File: src/rtl/fdr_pkg.sv
// Package: shared types and constants for the FDR step-up rejection block.
`timescale 1ns / 1ps
package fdr_pkg;
	localparam int MAX_ITEMS_DEF = 64;
	localparam int PVALUE_BITS_DEF = 16;
	localparam int HARM_FRAC = 24;
	localparam int LEVEL_BITS = 16;
	localparam int INDEX_BITS = 6;
	localparam logic [15:0] LEVEL_RESET = 16'd3277;
	localparam logic [0:0] CONS_RESET = 1'b1;
	localparam logic [0:0] REG_LEVEL = 1'b0;
	localparam logic [0:0] REG_CONS = 1'b1;

	typedef enum logic [3:0] {
		ST_LOAD,
		ST_HARM,
		ST_DIV,
		ST_RANK_RD,
		ST_RANK_CMP,
		ST_RANK_NEXT,
		ST_EMIT_RD,
		ST_EMIT
	} state_t;

	typedef struct packed {
		logic start;
		logic busy;
		logic done;
	} div_ctl_t;
endpackage

File: src/rtl/fdr_div.sv
// Restoring divider: 2^HF/j and level*2^HF/harmonic sum, one quotient bit per cycle.
`timescale 1ns / 1ps
module fdr_div #(
	parameter int NUM_BITS = 40,
	parameter int DEN_BITS = 40
) (
	input  logic                clk,
	input  logic                arst_n,
	input  logic                go,
	input  logic [NUM_BITS-1:0] num,
	input  logic [DEN_BITS-1:0] den,
	output fdr_pkg::div_ctl_t   ctl,
	output logic [NUM_BITS-1:0] quo
);
	localparam int CNT_BITS = $clog2(NUM_BITS + 1);
	logic [NUM_BITS-1:0] num_q;
	logic [DEN_BITS:0] rem_q;
	logic [DEN_BITS-1:0] den_q;
	logic [CNT_BITS-1:0] cnt_q;
	logic busy_q, done_q;
	logic [DEN_BITS:0] trial;

	assign trial = {rem_q[DEN_BITS-1:0], num_q[NUM_BITS-1]};

	always_ff @(posedge clk or negedge arst_n) begin
		if (!arst_n) begin
			busy_q <= 1'b0;
			done_q <= 1'b0;
			cnt_q <= '0;
		end else begin
			done_q <= 1'b0;
			if (go && !busy_q) begin
				busy_q <= 1'b1;
				cnt_q <= CNT_BITS'(NUM_BITS);
			end else if (busy_q) begin
				cnt_q <= cnt_q - 1'b1;
				if (cnt_q == CNT_BITS'(1)) begin
					busy_q <= 1'b0;
					done_q <= 1'b1;
				end
			end
		end
	end

	always_ff @(posedge clk) begin
		if (go && !busy_q) begin
			num_q <= num;
			den_q <= den;
			rem_q <= '0;
			quo <= '0;
		end else if (busy_q) begin
			num_q <= {num_q[NUM_BITS-2:0], 1'b0};
			if (trial >= {1'b0, den_q}) begin
				rem_q <= trial - {1'b0, den_q};
				quo <= {quo[NUM_BITS-2:0], 1'b1};
			end else begin
				rem_q <= trial;
				quo <= {quo[NUM_BITS-2:0], 1'b0};
			end
		end
	end

	assign ctl.start = go && !busy_q;
	assign ctl.busy = busy_q;
	assign ctl.done = done_q;
endmodule

File: src/rtl/fdr_step_up_rejection_top.sv
// Top level: step-up FDR rejection (BH, or BY in conservative mode) over stored p-values.
`timescale 1ns / 1ps
// channel | signals                                  | direction
// input   | start, busy, pvalue, final_item          | in (busy out)
// result  | out_valid, item_index, rejected,         | out, one-cycle strobe
//         | last_result, overflowed                  |
// config  | psel, penable, pwrite, paddr, pwdata,    | APB, pready tied high
//         | prdata, pready                           |
// Loading accepts one p-value per cycle until the final item. After it, in
// conservative mode only: m reciprocal divides (one per term) summed into the
// harmonic sum, then one level divide; then for each candidate rank, from m
// downward, a sweep of the store, then one result per item is emitted. No new
// set is taken until the last result; sweeps share the single store read port.
// Reset clears counters and state; store contents are undefined until loaded.
// The receiver cannot stall: each result is shown for exactly one cycle.
module fdr_step_up_rejection_top #(
	parameter int MAX_ITEMS = fdr_pkg::MAX_ITEMS_DEF,
	parameter int PVALUE_BITS = fdr_pkg::PVALUE_BITS_DEF
) (
	input  logic                   clk,
	input  logic                   arst_n,
	input  logic                   start,
	output logic                   busy,
	input  logic [PVALUE_BITS-1:0] pvalue,
	input  logic                   final_item,
	output logic                   out_valid,
	output logic [5:0]             item_index,
	output logic                   rejected,
	output logic                   last_result,
	output logic                   overflowed,
	input  logic                   psel,
	input  logic                   penable,
	input  logic                   pwrite,
	input  logic [2:0]             paddr,
	input  logic [31:0]            pwdata,
	output logic [31:0]            prdata,
	output logic                   pready
);
	localparam int AW = $clog2(MAX_ITEMS);
	localparam int CW = $clog2(MAX_ITEMS + 1);
	localparam int HF = fdr_pkg::HARM_FRAC;
	localparam int HW = HF + CW + 1;        // harmonic sum width
	localparam int NW = fdr_pkg::LEVEL_BITS + HF; // divide numerator width
	localparam int DW = (HW > NW) ? HW : NW;
	localparam int PW = PVALUE_BITS + CW;    // product width

	fdr_pkg::state_t state_q, state_d;

	logic [15:0] level_q;
	logic cons_q;
	logic [CW-1:0] count_q;
	logic ovf_q;
	logic [PVALUE_BITS-1:0] store [MAX_ITEMS];
	logic [PVALUE_BITS-1:0] rd_s1;
	logic [AW-1:0] rd_addr;
	logic [CW-1:0] j_q;      // harmonic term / rank index
	logic [CW-1:0] i_q;      // sweep index
	logic [CW-1:0] hits_q;
	logic [HW-1:0] harm_q;
	logic [DW-1:0] eff_q;    // effective level
	logic [CW-1:0] best_q;
	logic accept, wr_en;

	logic div_go;
	logic [DW-1:0] div_num, div_den, div_quo;
	fdr_pkg::div_ctl_t div_ctl;

	fdr_div #(.NUM_BITS(DW), .DEN_BITS(DW)) u_div (
		.clk(clk), .arst_n(arst_n), .go(div_go), .num(div_num), .den(div_den),
		.ctl(div_ctl), .quo(div_quo)
	);

	assign pready = 1'b1;
	assign wr_en = psel && penable && pwrite;
	assign accept = start && !busy;
	assign busy = (state_q != fdr_pkg::ST_LOAD);

	always_comb begin
		prdata = '0;
		case (paddr[2])
			fdr_pkg::REG_LEVEL: prdata = {16'd0, level_q};
			fdr_pkg::REG_CONS:  prdata = {31'd0, cons_q};
			default:            prdata = '0;
		endcase
	end

	always_ff @(posedge clk or negedge arst_n) begin
		if (!arst_n) begin
			level_q <= fdr_pkg::LEVEL_RESET;
			cons_q <= fdr_pkg::CONS_RESET;
		end else if (wr_en && paddr[1:0] == 2'b00) begin
			case (paddr[2])
				fdr_pkg::REG_LEVEL: level_q <= pwdata[15:0];
				fdr_pkg::REG_CONS:  cons_q <= pwdata[0];
				default:            level_q <= level_q;
			endcase
		end
	end

	// Store: one write port for loading, one registered read port for sweeps and emission.
	always_comb begin
		rd_addr = i_q[AW-1:0];
	end
	always_ff @(posedge clk) begin
		if (accept && count_q != CW'(MAX_ITEMS))
			store[count_q[AW-1:0]] <= pvalue;
		rd_s1 <= store[rd_addr];
	end

	// Divider operands: reciprocal terms, then the conservative level.
	always_comb begin
		div_go = 1'b0;
		div_num = '0;
		div_den = DW'(1);
		case (state_q)
			fdr_pkg::ST_HARM: begin
				div_go = !div_ctl.busy && !div_ctl.done;
				div_num = DW'(1) << HF;
				div_den = DW'(j_q);
			end
			fdr_pkg::ST_DIV: begin
				div_go = !div_ctl.busy && !div_ctl.done;
				div_num = DW'({level_q, {HF{1'b0}}});
				div_den = DW'(harm_q);
			end
			default: div_go = 1'b0;
		endcase
	end

	logic [PW-1:0] lhs;
	logic [DW+CW-1:0] bound;
	logic hit;
	assign lhs = PW'(rd_s1) * PW'(count_q);
	assign bound = (DW+CW)'(eff_q) * (DW+CW)'(j_q);
	assign hit = (DW+CW)'(lhs) <= bound;

	always_comb begin
		state_d = state_q;
		case (state_q)
			fdr_pkg::ST_LOAD:
				if (accept && final_item)
					state_d = cons_q ? fdr_pkg::ST_HARM : fdr_pkg::ST_RANK_RD;
			fdr_pkg::ST_HARM:
				if (div_ctl.done && j_q == count_q) state_d = fdr_pkg::ST_DIV;
			fdr_pkg::ST_DIV:
				if (div_ctl.done) state_d = fdr_pkg::ST_RANK_RD;
			fdr_pkg::ST_RANK_RD: state_d = fdr_pkg::ST_RANK_CMP;
			fdr_pkg::ST_RANK_CMP:
				if (i_q == count_q) state_d = fdr_pkg::ST_RANK_NEXT;
			fdr_pkg::ST_RANK_NEXT:
				if (hits_q >= j_q || j_q == CW'(1)) state_d = fdr_pkg::ST_EMIT_RD;
				else state_d = fdr_pkg::ST_RANK_RD;
			fdr_pkg::ST_EMIT_RD: state_d = fdr_pkg::ST_EMIT;
			fdr_pkg::ST_EMIT:
				state_d = (i_q + 1'b1 == count_q) ? fdr_pkg::ST_LOAD : fdr_pkg::ST_EMIT_RD;
			default: state_d = fdr_pkg::ST_LOAD;
		endcase
	end

	always_ff @(posedge clk or negedge arst_n) begin
		if (!arst_n) begin
			state_q <= fdr_pkg::ST_LOAD;
			count_q <= '0;
			ovf_q <= 1'b0;
			j_q <= '0;
			i_q <= '0;
			hits_q <= '0;
			harm_q <= '0;
			eff_q <= '0;
			best_q <= '0;
		end else begin
			state_q <= state_d;
			case (state_q)
				fdr_pkg::ST_LOAD: if (accept) begin
					if (count_q != CW'(MAX_ITEMS)) count_q <= count_q + 1'b1;
					else ovf_q <= 1'b1;
					j_q <= CW'(1);
					harm_q <= '0;
					i_q <= '0;
					hits_q <= '0;
					eff_q <= DW'(level_q);
					if (final_item && !cons_q)
						j_q <= (count_q != CW'(MAX_ITEMS)) ? count_q + 1'b1 : count_q;
				end
				fdr_pkg::ST_HARM: if (div_ctl.done) begin
					harm_q <= harm_q + HW'(div_quo);
					j_q <= j_q + 1'b1;
				end
				fdr_pkg::ST_DIV: if (div_ctl.done) begin
					eff_q <= div_quo;
					j_q <= count_q;
				end
				fdr_pkg::ST_RANK_RD: begin
					i_q <= CW'(1);
					hits_q <= '0;
				end
				fdr_pkg::ST_RANK_CMP: begin
					if (hit) hits_q <= hits_q + 1'b1;
					if (i_q != count_q) i_q <= i_q + 1'b1;
				end
				fdr_pkg::ST_RANK_NEXT: begin
					i_q <= '0;
					if (hits_q >= j_q) best_q <= j_q;
					else if (j_q == CW'(1)) best_q <= '0;
					else j_q <= j_q - 1'b1;
				end
				fdr_pkg::ST_EMIT: begin
					i_q <= i_q + 1'b1;
					if (i_q + 1'b1 == count_q) begin
						count_q <= '0;
						ovf_q <= 1'b0;
					end
				end
				default: ;
			endcase
		end
	end

	// RANK_RD reads entry 0; each CMP cycle compares the entry held in the read
	// register from the previous address and issues the next one, so the read runs one ahead.
	// In EMIT the rejection test uses best_q directly (set when the rank search exits).
	logic [DW+CW-1:0] rej_bound;
	assign rej_bound = (DW+CW)'(eff_q) * (DW+CW)'(best_q);
	always_comb begin
		out_valid = (state_q == fdr_pkg::ST_EMIT);
		item_index = 6'(i_q);
		rejected = (best_q != '0) && ((DW+CW)'(lhs) <= rej_bound);
		last_result = (i_q + 1'b1 == count_q);
		overflowed = ovf_q;
	end

	a_busy_emit: assert property (@(posedge clk) disable iff (!arst_n)
		out_valid |-> busy) else $error("result while idle");
	a_no_accept_busy: assert property (@(posedge clk) disable iff (!arst_n)
		(state_q == fdr_pkg::ST_EMIT && last_result) |=> !busy)
		else $error("not idle after last result");
	a_count_cap: assert property (@(posedge clk) disable iff (!arst_n)
		count_q <= CW'(MAX_ITEMS)) else $error("count beyond capacity");
endmodule
File: config.mk
export PLATFORM = sky130hd
export DESIGN_NAME = fdr_step_up_rejection_top
export DESIGN_NICKNAME = d
export VERILOG_FILES = /design/src/rtl/fdr_pkg.sv /design/src/rtl/fdr_div.sv /design/src/rtl/fdr_step_up_rejection_top.sv
export SDC_FILE = /design/constraint.sdc
export NUM_CORES = 2
export LEC_CHECK = 0
export BUFFER_PORTS_ARGS = -buffer_cell sky130_fd_sc_hd__buf_2
export CORE_MARGIN = 3
export CORE_UTILIZATION = 50
export DETAILED_ROUTE_END_ITERATION = 10
export PLACE_DENSITY = 0.66
export SLEW_MARGIN = 0
export SYNTH_ARGS = -nofsm -noshare
export SYNTH_HDL_FRONTEND = slang
export SYNTH_SLANG_ARGS = --single-unit
export TNS_END_PERCENT = 5
File: constraint.sdc
create_clock -name clk -period 9.47 [get_ports clk]
set_clock_uncertainty 0.1 [all_clocks]
set_input_delay 0.947 -clock clk [delete_from_list [all_inputs] [get_ports clk]]
set_output_delay 0.947 -clock clk [all_outputs]
set_load 0.02 [all_outputs]
==> results_dict.tcl <==
set metrics [dict create \
    antenna_found_initial 7 \
    tightest_slew_ps 1300 \
    finalSetupTns_ps 0 \
    cts_max_level 4 \
    grt_pass1_vias 48200 \
    pwr-share-clk_pct 37.0 \
    coreArea_sq_um 151000 \
    syn_area_sq_um 76200 \
    synthDistinctLibCells 84 \
    start_util_pct 50.6 \
    yosys_warnings 0 \
    timing.rr.start "eff_q[2]$_DFFE_PN0P_" \
    combPwrFrac_pct 15.5 \
    die_area_sq_um 157000 \
    vias_per_cell 5.94 \
    drive_above_1_share_pct 13.9 \
    synth_top_area_cell "edfxtp_1" \
    path_clk_slew_ps 70 \
    die_h_microns 396 \
    grt_max_degree 144 \
    cts.sinks 1304 \
    pre_cts_slack_ps 88.2 \
    yosysTopAreaCellShare_pct 42.3 \
    fin_crit_sh_pct 98.8 \
    synth_most_common_cell "edfxtp_1" \
    ios 102 \
    synth_cells 5814 \
    finalSetupViolations 0 \
    synthFlopType "edfxtp_1" \
    drtIter0Drc 4094 \
    max_slew_margin_pct 13.0 \
    worst_path_max_delay_cell "fa_1" \
    placed_area_sq_um 79000 \
    grt_pass1_wl_microns 292000 \
    worstPathArrival_ps 8310 \
    fin_util_pct 55.3 \
    clock_latency_ps 750 \
    r2r-end "hits_q[2]$_DFFE_PN0P_" \
    peakVddDrop_mv 0.181 \
    synth-edff-count 1072 \
    max-cap-violations 0 \
    clock_path_buffers 3 \
    p_sw_mw 3.62 \
    leakage_nw 32.6 \
    finalInstanceArea_sq_um 83300 \
    fmax_mhz 107 \
    synth-seq-area-share_pct 49.3 \
    drcViolationCount 0 \
    drt-wirelength-per-cell_microns 23.5 \
    reg2reg_depth 32 \
    layout_setup_ws_ps 117 \
    wirelength_microns 188000 \
    syn2layout_area_growth_pct 9.32 \
    finalMaxSlewViolations 0 \
    dp_hpwl_microns 127000 \
    routed-via-count 47400 \
    die_w_microns 396 \
    ys_ff_latch 1304 \
    ant_nets 0 \
    ctsHoldBuffers 0 \
    path_buf_inv 7 \
    ys_async_sr_fraction_pct 10.4 \
    cts_tree "done" \
    status "finished clean" \
    total_power_mw 13.6 \
    pwr-share-seq_pct 47.5 \
    firstDrtPassIters 6 \
    crit_path_start_kind "flop" \
    overflow 0 \
    num-nets-final 6660 \
    place.gp.congestion 0.946 \
    finalHoldViolations 0 \
    intPower_mw 9.96 \
    track_usage_pct 24.2 \
    cpLargestDelayFamily "adder cells" \
    endpoint_kind "output port" \
    cts_made_buffers 132 \
    synth.avg_cell_area_sq_um 13.1 \
    cellPowerDensity_nw_per_um2 163 \
    portBuffers 68 \
    worst-setup-path-type "flop to output port" \
    rsz0062_at_grt "yes" \
    synthTopCellsByCount "edfxtp_1, nand2_1, inv_1" \
    cts_root_buf "clkbuf_16" \
    synth_area_leaders "edfxtp_1, fa_1, mux4_2" \
    std_cell_rows 142 \
    worstHoldPathType "input pin to async pin" \
    regToRegSetupSlack_ps 490 \
    switching_share_pct 26.7 \
    cpPeakStageDelay_ps 530 \
    min_period_ps 9350 \
    crit_fanout 32 \
    required_ps 8420 \
]
-- how the worst max path moves through the flow --
| stage | from | to | cells after the start |
|---|---|---|---|
| after floorplan | count_q[2]$_DFFE_PN0P_ | hits_q[0]$_DFFE_PN0P_ | 35 |
| after global placement | rd_s1[4]$_DFF_P_ | rejected | 32 |
| after detailed placement | rd_s1[4]$_DFF_P_ | rejected | 32 |
| after CTS | rd_s1[4]$_DFF_P_ | rejected | 33 |
| after global routing | best_q[2]$_DFFE_PN0P_ | rejected | 33 |
| final | best_q[2]$_DFFE_PN0P_ | rejected | 32 |
-- metal layers --
metal	share of wire, %	vias to the layer above	track usage, %
li1	-	21000	-
met1	43	24500	34.4
met2	47	1566	38.6
met3	6.8	295	3.72
met4	2.9	0	7.57
met5	0	-	0
-- through the flow --
| step | cells | hold WS, ps |
|---|---|---|
| global placement | 7738 | 341 |
| CTS | 7971 | 94.6 |
| floorplan | 5829 | 325 |
| detailed placement | 7738 | 355 |
| finish | 7975 | 126 |
| global route | 7971 | 151 |
-- registers in the layout, summed over array words and instances, names as in the netlist, 16 cells and up --
signal,flops
u_div.quo,40
u_div.num_q,16
level_q,16
eff_q,40
rd_s1,16
u_div.rem_q,40
store,1024
harm_q,32
u_div.den_q,32
-- final cells by class --
| type | count | area [sq um] |
|---|---|---|
| fill | 12400 | 67400 |
| sequential | 1304 | 37600 |
| multi-input combinational | 3735 | 35700 |
| clock buffer | 168 | 3520 |
| tap | 2016 | 2520 |
| inverter | 458 | 1720 |
| timing repair buffer | 226 | 1580 |
| clock inverter | 64 | 631 |
| antenna | 4 | 10.0 |
-- power by group through the flow --
stage          sequential, mW  clock [mW]  combinational, mW
3_5_place_dp             6.56           0               2.09
4_1_cts                  6.45        5.14               2.11
2_1_floorplan            6.48           0               1.49
5_1_grt                  6.46        5.35               2.35
6_report                 6.45        5.03               2.10
3_3_place_gp             6.56           0               2.06
-- what timing repair did --
item                                   in CTS  in global routing
setup buffers                               1                  0
setup endpoints to repair                   1                  2
pin swaps                                   6                  0
resized for setup                          25                  5
endpoints found under the hold margin       0                  0
-- cells in the final DEF, fill, tap and decap left out, types with 76 or more instances in the layout --
cell type  netlist  routed
o21ai_0        185     182
nand3_1         83      83
nor2_1         270     267
edfxtp_1      1072    1072
and2_1         448     448
inv_1          457     457
mux4_2         336     336
buf_4           23     153
a21o_1          76      76
dfxtp_1         96      93
nand2_1        496     495
ha_1           296     296
dfrtp_1        128     117
xnor2_1         83      82
clkbuf_16        0     133
fa_1           449     449
a21oi_1        208     204
-- cell families (layout without fill, tap and decap cells) --
family	Yosys count	count (layout)	share of synthesized area, %
xor gates and xnor gates	153	153	1.76
DFF	1304	1304	49.3
adders and majority gates	745	745	16.7
other	2	21	0.00986
muxes	364	364	10.3
and+or+nand+nor	1603	1603	10.6
buffers and inverters	790	916	4.01
AOI/OAI and AO/OA	853	853	7.42
(Power assumes the default switching activity.)
